--- config.mk ---
export PLATFORM = sky130hd
export DESIGN_NAME = color_box_pixel_classifier
export DESIGN_NICKNAME = d
export VERILOG_FILES = /design/src/rtl/cbpc_pkg.sv /design/src/rtl/color_box_pixel_classifier.sv
export SDC_FILE = /design/constraint.sdc
export NUM_CORES = 1
export LEC_CHECK = 0
export ABC_AREA = 1
export BUFFER_PORTS_ARGS = -buffer_cell sky130_fd_sc_hd__buf_2
export CAP_MARGIN = 20
export CELL_PAD_IN_SITES_DETAIL_PLACEMENT = 0
export CELL_PAD_IN_SITES_GLOBAL_PLACEMENT = 1
export CORE_MARGIN = 4
export CORE_UTILIZATION = 23
export CTS_BUF_LIST = sky130_fd_sc_hd__clkbuf_8
export DETAILED_ROUTE_END_ITERATION = 7
export GPL_ROUTABILITY_DRIVEN = 1
export PLACE_DENSITY_LB_ADDON = 0.1
export SLEW_MARGIN = 20
export SYNTH_ARGS = -nofsm -noshare
export SYNTH_HDL_FRONTEND = slang
export SYNTH_SLANG_ARGS = --single-unit
--- constraint.sdc ---
create_clock -name clock -period 14.56 [get_ports clock]
set_clock_uncertainty 0.2 [all_clocks]
set_input_delay 0.728 -clock clock [delete_from_list [all_inputs] [get_ports clock]]
set_output_delay 0.728 -clock clock [all_outputs]
set_load 0.03 [all_outputs]
--- src/rtl/cbpc_pkg.sv ---
// Package for the colour box pixel classifier: widths, class codes, beat types,
// box test and ratio field helper. No dependencies.
`timescale 1ns / 1ps

package cbpc_pkg;

   localparam int COUNT_BITS  = 20;
   localparam int RATIO_BITS  = 16;
   localparam int FIELD_W     = 16;
   localparam int WIDE_W      = (RATIO_BITS > FIELD_W) ? RATIO_BITS : FIELD_W;
   localparam int NUM_CLASSES = 9;
   localparam int NUM_RATIOS  = 8;
   localparam int IDX_W       = $clog2(NUM_RATIOS);
   localparam int STEP_W      = $clog2(RATIO_BITS);

   typedef logic [3:0] class_code_type;

   localparam class_code_type CLS_NONE       = 4'd0;
   localparam class_code_type CLS_ORANGE     = 4'd1;
   localparam class_code_type CLS_WHITE      = 4'd2;
   localparam class_code_type CLS_BLUE       = 4'd3;
   localparam class_code_type CLS_PURPLE     = 4'd4;
   localparam class_code_type CLS_BROWN      = 4'd5;
   localparam class_code_type CLS_RED        = 4'd6;
   localparam class_code_type CLS_LIGHT_BLUE = 4'd7;
   localparam class_code_type CLS_GREEN      = 4'd8;
   localparam class_code_type CLS_YELLOW     = 4'd9;

   typedef logic [COUNT_BITS-1:0] count_type;
   typedef logic [RATIO_BITS-1:0] ratio_type;

   typedef struct packed {
      logic [7:0] blue_level;
      logic [7:0] green_level;
      logic [7:0] red_level;
      logic       frame_end;
   } req_payload_type;

   typedef struct packed {
      class_code_type     pixel_class;
      logic               ratios_valid;
      logic [FIELD_W-1:0] orange_ratio;
      logic [FIELD_W-1:0] white_ratio;
      logic [FIELD_W-1:0] blue_ratio;
      logic [FIELD_W-1:0] purple_ratio;
      logic [FIELD_W-1:0] brown_ratio;
      logic [FIELD_W-1:0] red_ratio;
      logic [FIELD_W-1:0] light_blue_ratio;
      logic [FIELD_W-1:0] green_ratio;
      logic [FIELD_W-1:0] max_warm_ratio;
   } rsp_payload_type;

   function automatic logic in_box(input logic [7:0] v, input logic [7:0] lo,
                                   input logic [7:0] hi);
      return (v >= lo) && (v <= hi);
   endfunction

   function automatic class_code_type classify(input logic [7:0] b, input logic [7:0] g,
                                               input logic [7:0] r);
      class_code_type c;
      if (in_box(b, 8'd11, 8'd22) && in_box(g, 8'd85, 8'd105) && r >= 8'd240)
         c = CLS_ORANGE;
      else if (b >= 8'd253 && g >= 8'd253 && r >= 8'd253)
         c = CLS_WHITE;
      else if (in_box(b, 8'd150, 8'd190) && in_box(g, 8'd85, 8'd130) && r <= 8'd90)
         c = CLS_BLUE;
      else if (in_box(b, 8'd50, 8'd150) && g <= 8'd50 && r <= 8'd50)
         c = CLS_PURPLE;
      else if (in_box(b, 8'd95, 8'd135) && in_box(g, 8'd150, 8'd185)
               && in_box(r, 8'd180, 8'd210))
         c = CLS_BROWN;
      else if (b <= 8'd5 && g <= 8'd5 && r >= 8'd250)
         c = CLS_RED;
      else if (b <= 8'd50 && in_box(g, 8'd135, 8'd170) && r >= 8'd200)
         c = CLS_LIGHT_BLUE;
      else if (in_box(b, 8'd145, 8'd160) && in_box(g, 8'd170, 8'd200) && r <= 8'd40)
         c = CLS_GREEN;
      else if (b <= 8'd70 && in_box(g, 8'd180, 8'd220) && r >= 8'd230)
         c = CLS_YELLOW;
      else
         c = CLS_NONE;
      return c;
   endfunction

   function automatic logic [FIELD_W-1:0] to_field(input ratio_type v);
      logic [WIDE_W-1:0] w;
      w = WIDE_W'(v);
      return w[FIELD_W-1:0];
   endfunction

endpackage

--- src/rtl/color_box_pixel_classifier.sv ---
// A pixel without frame end gives its registered beat on rsp in the cycle after acceptance;
// such pixels go through at one per cycle while rsp_ready is high.
// A frame-end pixel holds off input while one shared restoring divider works out the
// eight ratios one quotient bit per cycle, each in LOAD then STEP states, before FINISH.
// Reset (synchronous, active high) clears all class counts and empties the output.
`timescale 1ns / 1ps

module color_box_pixel_classifier (
   input  logic                     clock,
   input  logic                     reset,
   input  logic                     req_valid,
   output logic                     req_ready,
   input  cbpc_pkg::req_payload_type req_data,
   output logic                     rsp_valid,
   input  logic                     rsp_ready,
   output cbpc_pkg::rsp_payload_type rsp_data
);
   import cbpc_pkg::*;

   localparam logic [1:0] ST_IDLE   = 2'd0;
   localparam logic [1:0] ST_LOAD   = 2'd1;
   localparam logic [1:0] ST_STEP   = 2'd2;
   localparam logic [1:0] ST_FINISH = 2'd3;

   logic [1:0]            state_ff, state_in;
   count_type             count_ff [NUM_CLASSES];
   ratio_type             ratio_ff [NUM_RATIOS];
   logic [COUNT_BITS:0]   rem_ff, rem_in;
   logic [COUNT_BITS:0]   den_ff, den_in;
   ratio_type             quot_ff, quot_in;
   logic [STEP_W-1:0]     step_ff, step_in;
   logic [IDX_W-1:0]      idx_ff, idx_in;
   class_code_type        cls_ff, cls_in;
   logic                  rsp_valid_ff, rsp_valid_in;
   rsp_payload_type       rsp_data_ff, rsp_data_in;

   logic                  req_accept;
   class_code_type        pix_class;
   count_type             cur_count;
   count_type             yellow_count;
   logic [COUNT_BITS+1:0] shifted;
   logic                  fits;
   logic                  div_done;
   ratio_type             warm_a;
   ratio_type             warm_max;

   assign req_ready  = (state_ff == ST_IDLE) && (!rsp_valid_ff || rsp_ready);
   assign req_accept = req_valid && req_ready;
   assign pix_class  = classify(req_data.blue_level, req_data.green_level,
                                req_data.red_level);

   assign cur_count    = count_ff[idx_ff];
   assign yellow_count = count_ff[CLS_YELLOW - 1];
   assign shifted      = {rem_ff, 1'b0};
   assign fits         = shifted >= {1'b0, den_ff};
   assign div_done     = step_ff == STEP_W'(RATIO_BITS - 1);

   assign warm_a   = (ratio_ff[CLS_BROWN - 1] > ratio_ff[CLS_ORANGE - 1]) ?
                     ratio_ff[CLS_BROWN - 1] : ratio_ff[CLS_ORANGE - 1];
   assign warm_max = (ratio_ff[CLS_RED - 1] > warm_a) ? ratio_ff[CLS_RED - 1] : warm_a;

   always_comb begin
      state_in     = state_ff;
      rem_in       = rem_ff;
      den_in       = den_ff;
      quot_in      = quot_ff;
      step_in      = step_ff;
      idx_in       = idx_ff;
      cls_in       = cls_ff;
      rsp_valid_in = rsp_valid_ff && !rsp_ready;
      rsp_data_in  = rsp_data_ff;
      unique case (state_ff)
         ST_IDLE: begin
            if (req_accept) begin
               if (req_data.frame_end) begin
                  cls_in   = pix_class;
                  idx_in   = '0;
                  state_in = ST_LOAD;
               end else begin
                  rsp_data_in             = '0;
                  rsp_data_in.pixel_class = pix_class;
                  rsp_valid_in            = 1'b1;
               end
            end
         end
         ST_LOAD: begin
            rem_in   = {1'b0, cur_count};
            den_in   = {1'b0, cur_count} + {1'b0, yellow_count} + (COUNT_BITS+1)'(1);
            quot_in  = '0;
            step_in  = '0;
            state_in = ST_STEP;
         end
         ST_STEP: begin
            rem_in  = fits ? (COUNT_BITS+1)'(shifted - {1'b0, den_ff})
                           : shifted[COUNT_BITS:0];
            quot_in = {quot_ff[RATIO_BITS-2:0], fits};
            step_in = step_ff + STEP_W'(1);
            if (div_done) begin
               if (idx_ff == IDX_W'(NUM_RATIOS - 1)) begin
                  state_in = ST_FINISH;
               end else begin
                  idx_in   = idx_ff + IDX_W'(1);
                  state_in = ST_LOAD;
               end
            end
         end
         ST_FINISH: begin
            rsp_data_in.pixel_class      = cls_ff;
            rsp_data_in.ratios_valid     = 1'b1;
            rsp_data_in.orange_ratio     = to_field(ratio_ff[CLS_ORANGE - 1]);
            rsp_data_in.white_ratio      = to_field(ratio_ff[CLS_WHITE - 1]);
            rsp_data_in.blue_ratio       = to_field(ratio_ff[CLS_BLUE - 1]);
            rsp_data_in.purple_ratio     = to_field(ratio_ff[CLS_PURPLE - 1]);
            rsp_data_in.brown_ratio      = to_field(ratio_ff[CLS_BROWN - 1]);
            rsp_data_in.red_ratio        = to_field(ratio_ff[CLS_RED - 1]);
            rsp_data_in.light_blue_ratio = to_field(ratio_ff[CLS_LIGHT_BLUE - 1]);
            rsp_data_in.green_ratio      = to_field(ratio_ff[CLS_GREEN - 1]);
            rsp_data_in.max_warm_ratio   = to_field(warm_max);
            rsp_valid_in                 = 1'b1;
            idx_in                       = '0;
            state_in                     = ST_IDLE;
         end
         default: begin
            state_in = ST_IDLE;
         end
      endcase
   end

   always_ff @(posedge clock) begin
      if (reset) begin
         state_ff     <= ST_IDLE;
         idx_ff       <= '0;
         rsp_valid_ff <= 1'b0;
      end else begin
         state_ff     <= state_in;
         idx_ff       <= idx_in;
         rsp_valid_ff <= rsp_valid_in;
      end
   end

   always_ff @(posedge clock) begin
      rem_ff      <= rem_in;
      den_ff      <= den_in;
      quot_ff     <= quot_in;
      step_ff     <= step_in;
      cls_ff      <= cls_in;
      rsp_data_ff <= rsp_data_in;
      if (state_ff == ST_STEP && div_done) begin
         ratio_ff[idx_ff] <= quot_in;
      end
   end

   always_ff @(posedge clock) begin
      for (int i = 0; i < NUM_CLASSES; i++) begin
         if (reset || state_ff == ST_FINISH) begin
            count_ff[i] <= '0;
         end else if (req_accept && pix_class == class_code_type'(i + 1)
                      && count_ff[i] != '1) begin
            count_ff[i] <= count_ff[i] + COUNT_BITS'(1);
         end
      end
   end

   assign rsp_valid = rsp_valid_ff;
   assign rsp_data  = rsp_data_ff;

endmodule

==> flow_summary.ini <==
[final_layout]
nNetsFinal = 3393
final_cell_area_um2 = 33100
area_delta_synth_final_pct = 17.0
fill_cells = 13200
final_cells = 4985
drive_gt1_share_pct = 12.6
multi_input_comb_area_um2 = 10500
seqCellArea_um2 = 15700

[clock_network]
cts.clk_slew.worst_paths_ns = 0.07
cts_num_sinks = 532
cts_buffer_depth = 3
clock_latency_ns = 0.77
htree_levels = 3
postCtsSetupBuffers = 0
cts-resized-gates = 0
cts_made_buffers = 104
cts-root-buf = clkbuf_8
tritoncts = yes

[global_route]
antenna_found_initial = 3
grt_use_met2_pct = 22.2
grt_overflow = 0
grt_pass1_wl_um = 136000
grt_use_total_pct = 13.5
use_met1_pct = 18.3
grt_use_met3_pct = 2.22
grt_start_max_net_pins = 83
grt_busiest_layer = met2
first_global_vias = 21800

[drt]
ant_nets = 0
drc = 0
vias = 21300
avgViaCountPerCell = 4.27
drtPass1Iterations = 5
drtIter0Drc = 1114
avgRoutedWirePerCell_um = 17.8
drt-total-wl_um = 88900

[worst_setup_path]
cp_max_fo = 17
reg2reg_to = rsp_data[11]
ff2ff_path_depth = 19
timing.rr.start = ratio_ff[4][15]
cp_data_required_time_ns = 14.86
criticalPathCategory = register to register
r2r_slack_ns = 8.41
end_kind = register
endpoint = rsp_data[11]
start_kind = register
arrival_ns = 6.46
startpoint = ratio_ff[4][15]

[sta]
final.setup.tns_ns = 0
fin_crit_ns = 6.15
max_slew_margin_pct = 27.9
slew_viol_final = 0
fmax_ghz = 0.162
tightest_slew_ns = 1.08
rsz0062_at_grt = no
timing.final.crit_share_pct = 42.3
hold_viol = 0
finalSetupViolCount = 0

[power_and_ir_drop]
ir_drop_v = 0.0000517
power_frac_seq_pct = 43.8
p_int_w = 0.00294
power.density_nw_per_um2 = 136
p_switching_w = 0.00157
clock_power_share_pct = 32.2
sw_frac_of_total_pct = 34.9
p_leak_nw = 14.0
combPwrFrac_pct = 23.9

[yosys]
synth_area_leaders = edfxtp_1 (54%), nand2_1 (8.0%), inv_1 (6.1%)
synth-async-reset-ratio_pct = 0
synth_edf_count = 507
ys_warn_count = 0
synth_cell_type_count = 56
synthFlopType = edfxtp_1
synth_top_cell_by_area = edfxtp_1
synth_common_cells = nand2_1 (602), edfxtp_1 (507), inv_1 (460), nor2_1 (320), o21ai_0 (158)
yosysMostFrequentCell = nand2_1
synth_seq_cells = 532
synth_top_area_share_pct = 53.7
synthCells = 3046
syn_area_um2 = 28300
synth_fp_nets = 3167
seq_area_frac_synth_pct = 55.5
synth_area_per_cell_um2 = 9.30

[die]
coreArea_um2 = 122000
pin_count = 180
die_w_um = 359
die_y_um = 359
rows = 128
dieArea_um2 = 129000
initial_core_util_pct = 23.2

[placed_design]
dp.cells = 4788
portBuffers = 179
place.gp.congestion = 0.799
hpwl_um = 65400
placed_cell_area_um2 = 31100

[min_path]
hold_path.class = primary input to register

[run_status]
outcome = finished clean

[run]
drv_cap = 0
power groups by stage:
stage | clock network (W) | registers (W) | logic, W
global route | 0.00159 | 0.00200 | 0.00121
floorplan | 0 | 0.00213 | 0.000633
detailed placement | 0 | 0.00201 | 0.00110
global placement | 0 | 0.00201 | 0.00110
finish | 0.00145 | 0.00198 | 0.00108
CTS | 0.00153 | 0.00198 | 0.00110
critical path, stage by stage, from the launching register on:
cell	delay (ns)
edfxtp_1	0.43
ha_1	0.34
nand2_1	0.07
inv_1	0.05
nand3_1	0.08
nor3_1	0.31
nand4_1	0.70
nand2_1	0.79
nand2_1	0.17
and2_1	0.18
ha_1	0.29
a21oi_1	0.14
o21ai_0	0.12
o21bai_1	0.19
nand2_1	0.07
nand4_1	0.59
nand2_1	0.83
nand3_1	0.18
nand2_1	0.10
inv_1	0.05
layer usage:
metal  part of all wire [%]  vias to the layer above
met3                    4.2                      105
li1                       -                    10700
met1                     47                    10100
met4                    2.1                        0
met5                      0                        -
met2                     46                      394
through the flow:
| step | worst slack (ns) | hold slack [ns] | utilization, % | total power, W |
|---|---|---|---|---|
| floorplan | 1.96 | 0.253 | - | 0.00277 |
| global placement | 8.42 | 0.287 | 25.5 | 0.00311 |
| detailed placement | 8.33 | 0.287 | 25.5 | 0.00311 |
| CTS | 8.30 | 0.0671 | 27.1 | 0.00461 |
| global route | 7.85 | 0.117 | 27.2 | 0.00480 |
| finish | 8.41 | 0.155 | 27.2 | 0.00451 |
sequential cells by signal, indices dropped and copies added, names as in the netlist, named ones only:
signal and flops:
step_ff 4, state_ff 2, rsp_valid 1, cls_ff 4, rsp_data 149, rem_ff 21, count_ff 180, quot_ff 16
idx_ff 3, den_ff 21, ratio_ff 128
worst min-delay path by stage:
stage	from	to	cells past startpoint
finish	req_data[0]	rsp_valid	4
detailed placement	ratio_ff[2][11]	rsp_data[107]	2
floorplan	state_ff[1]	state_ff[1]	1
global placement	ratio_ff[3][2]	rsp_data[82]	2
CTS	req_data[0]	rsp_valid	4
global route	req_data[0]	rsp_valid	4
final cells by class:
class,count,area share [%]
Tap cell,1625,6.13
Multi-Input combinational cell,1957,31.7
Antenna cell,4,0.0302
Inverter,468,5.30
Timing Repair Buffer,209,3.40
Clock inverter,81,1.42
Sequential cell,532,47.4
Clock buffer,109,4.53
layout by cell type, fill, tap and decap left out, types with 22 or more instances in the layout:
master,count
xnor2_1,55
a21oi_1,154
edfxtp_1,507
buf_2,179
nor2_2,30
o21ai_0,156
nor3_1,63
dfxtp_1,24
buf_4,28
ha_1,88
inv_1,497
xor2_1,95
nand3_1,145
clkinv_1,22
nand4_1,57
nor2_1,319
clkbuf_8,109
nand2_1,602
logic make-up (layout without fill, tap and decap cells):
kind of cell / count (synthesis) / count (layout) / share of synthesized area, %
AND/OR/NAND/NOR: 1308 / 1308 / 20.2
buffers and inverters: 557 / 867 / 7.59
flip-flops: 532 / 532 / 55.5
AO/OA/AOI/OAI: 407 / 407 / 7.93
XOR/XNOR: 150 / 150 / 4.64
adder cells (fa/ha/maj): 92 / 92 / 4.12
other: 0 / 4 / 0
repair_timing:
| item | CTS | global route |
|---|---|---|
| endpoints found under the setup margin | 0 | 0 |
| hold buffers | 1 | 0 |
| endpoints found under the hold margin | 7 | 0 |
No activity file was read; power rests on OpenSTA's default activity.
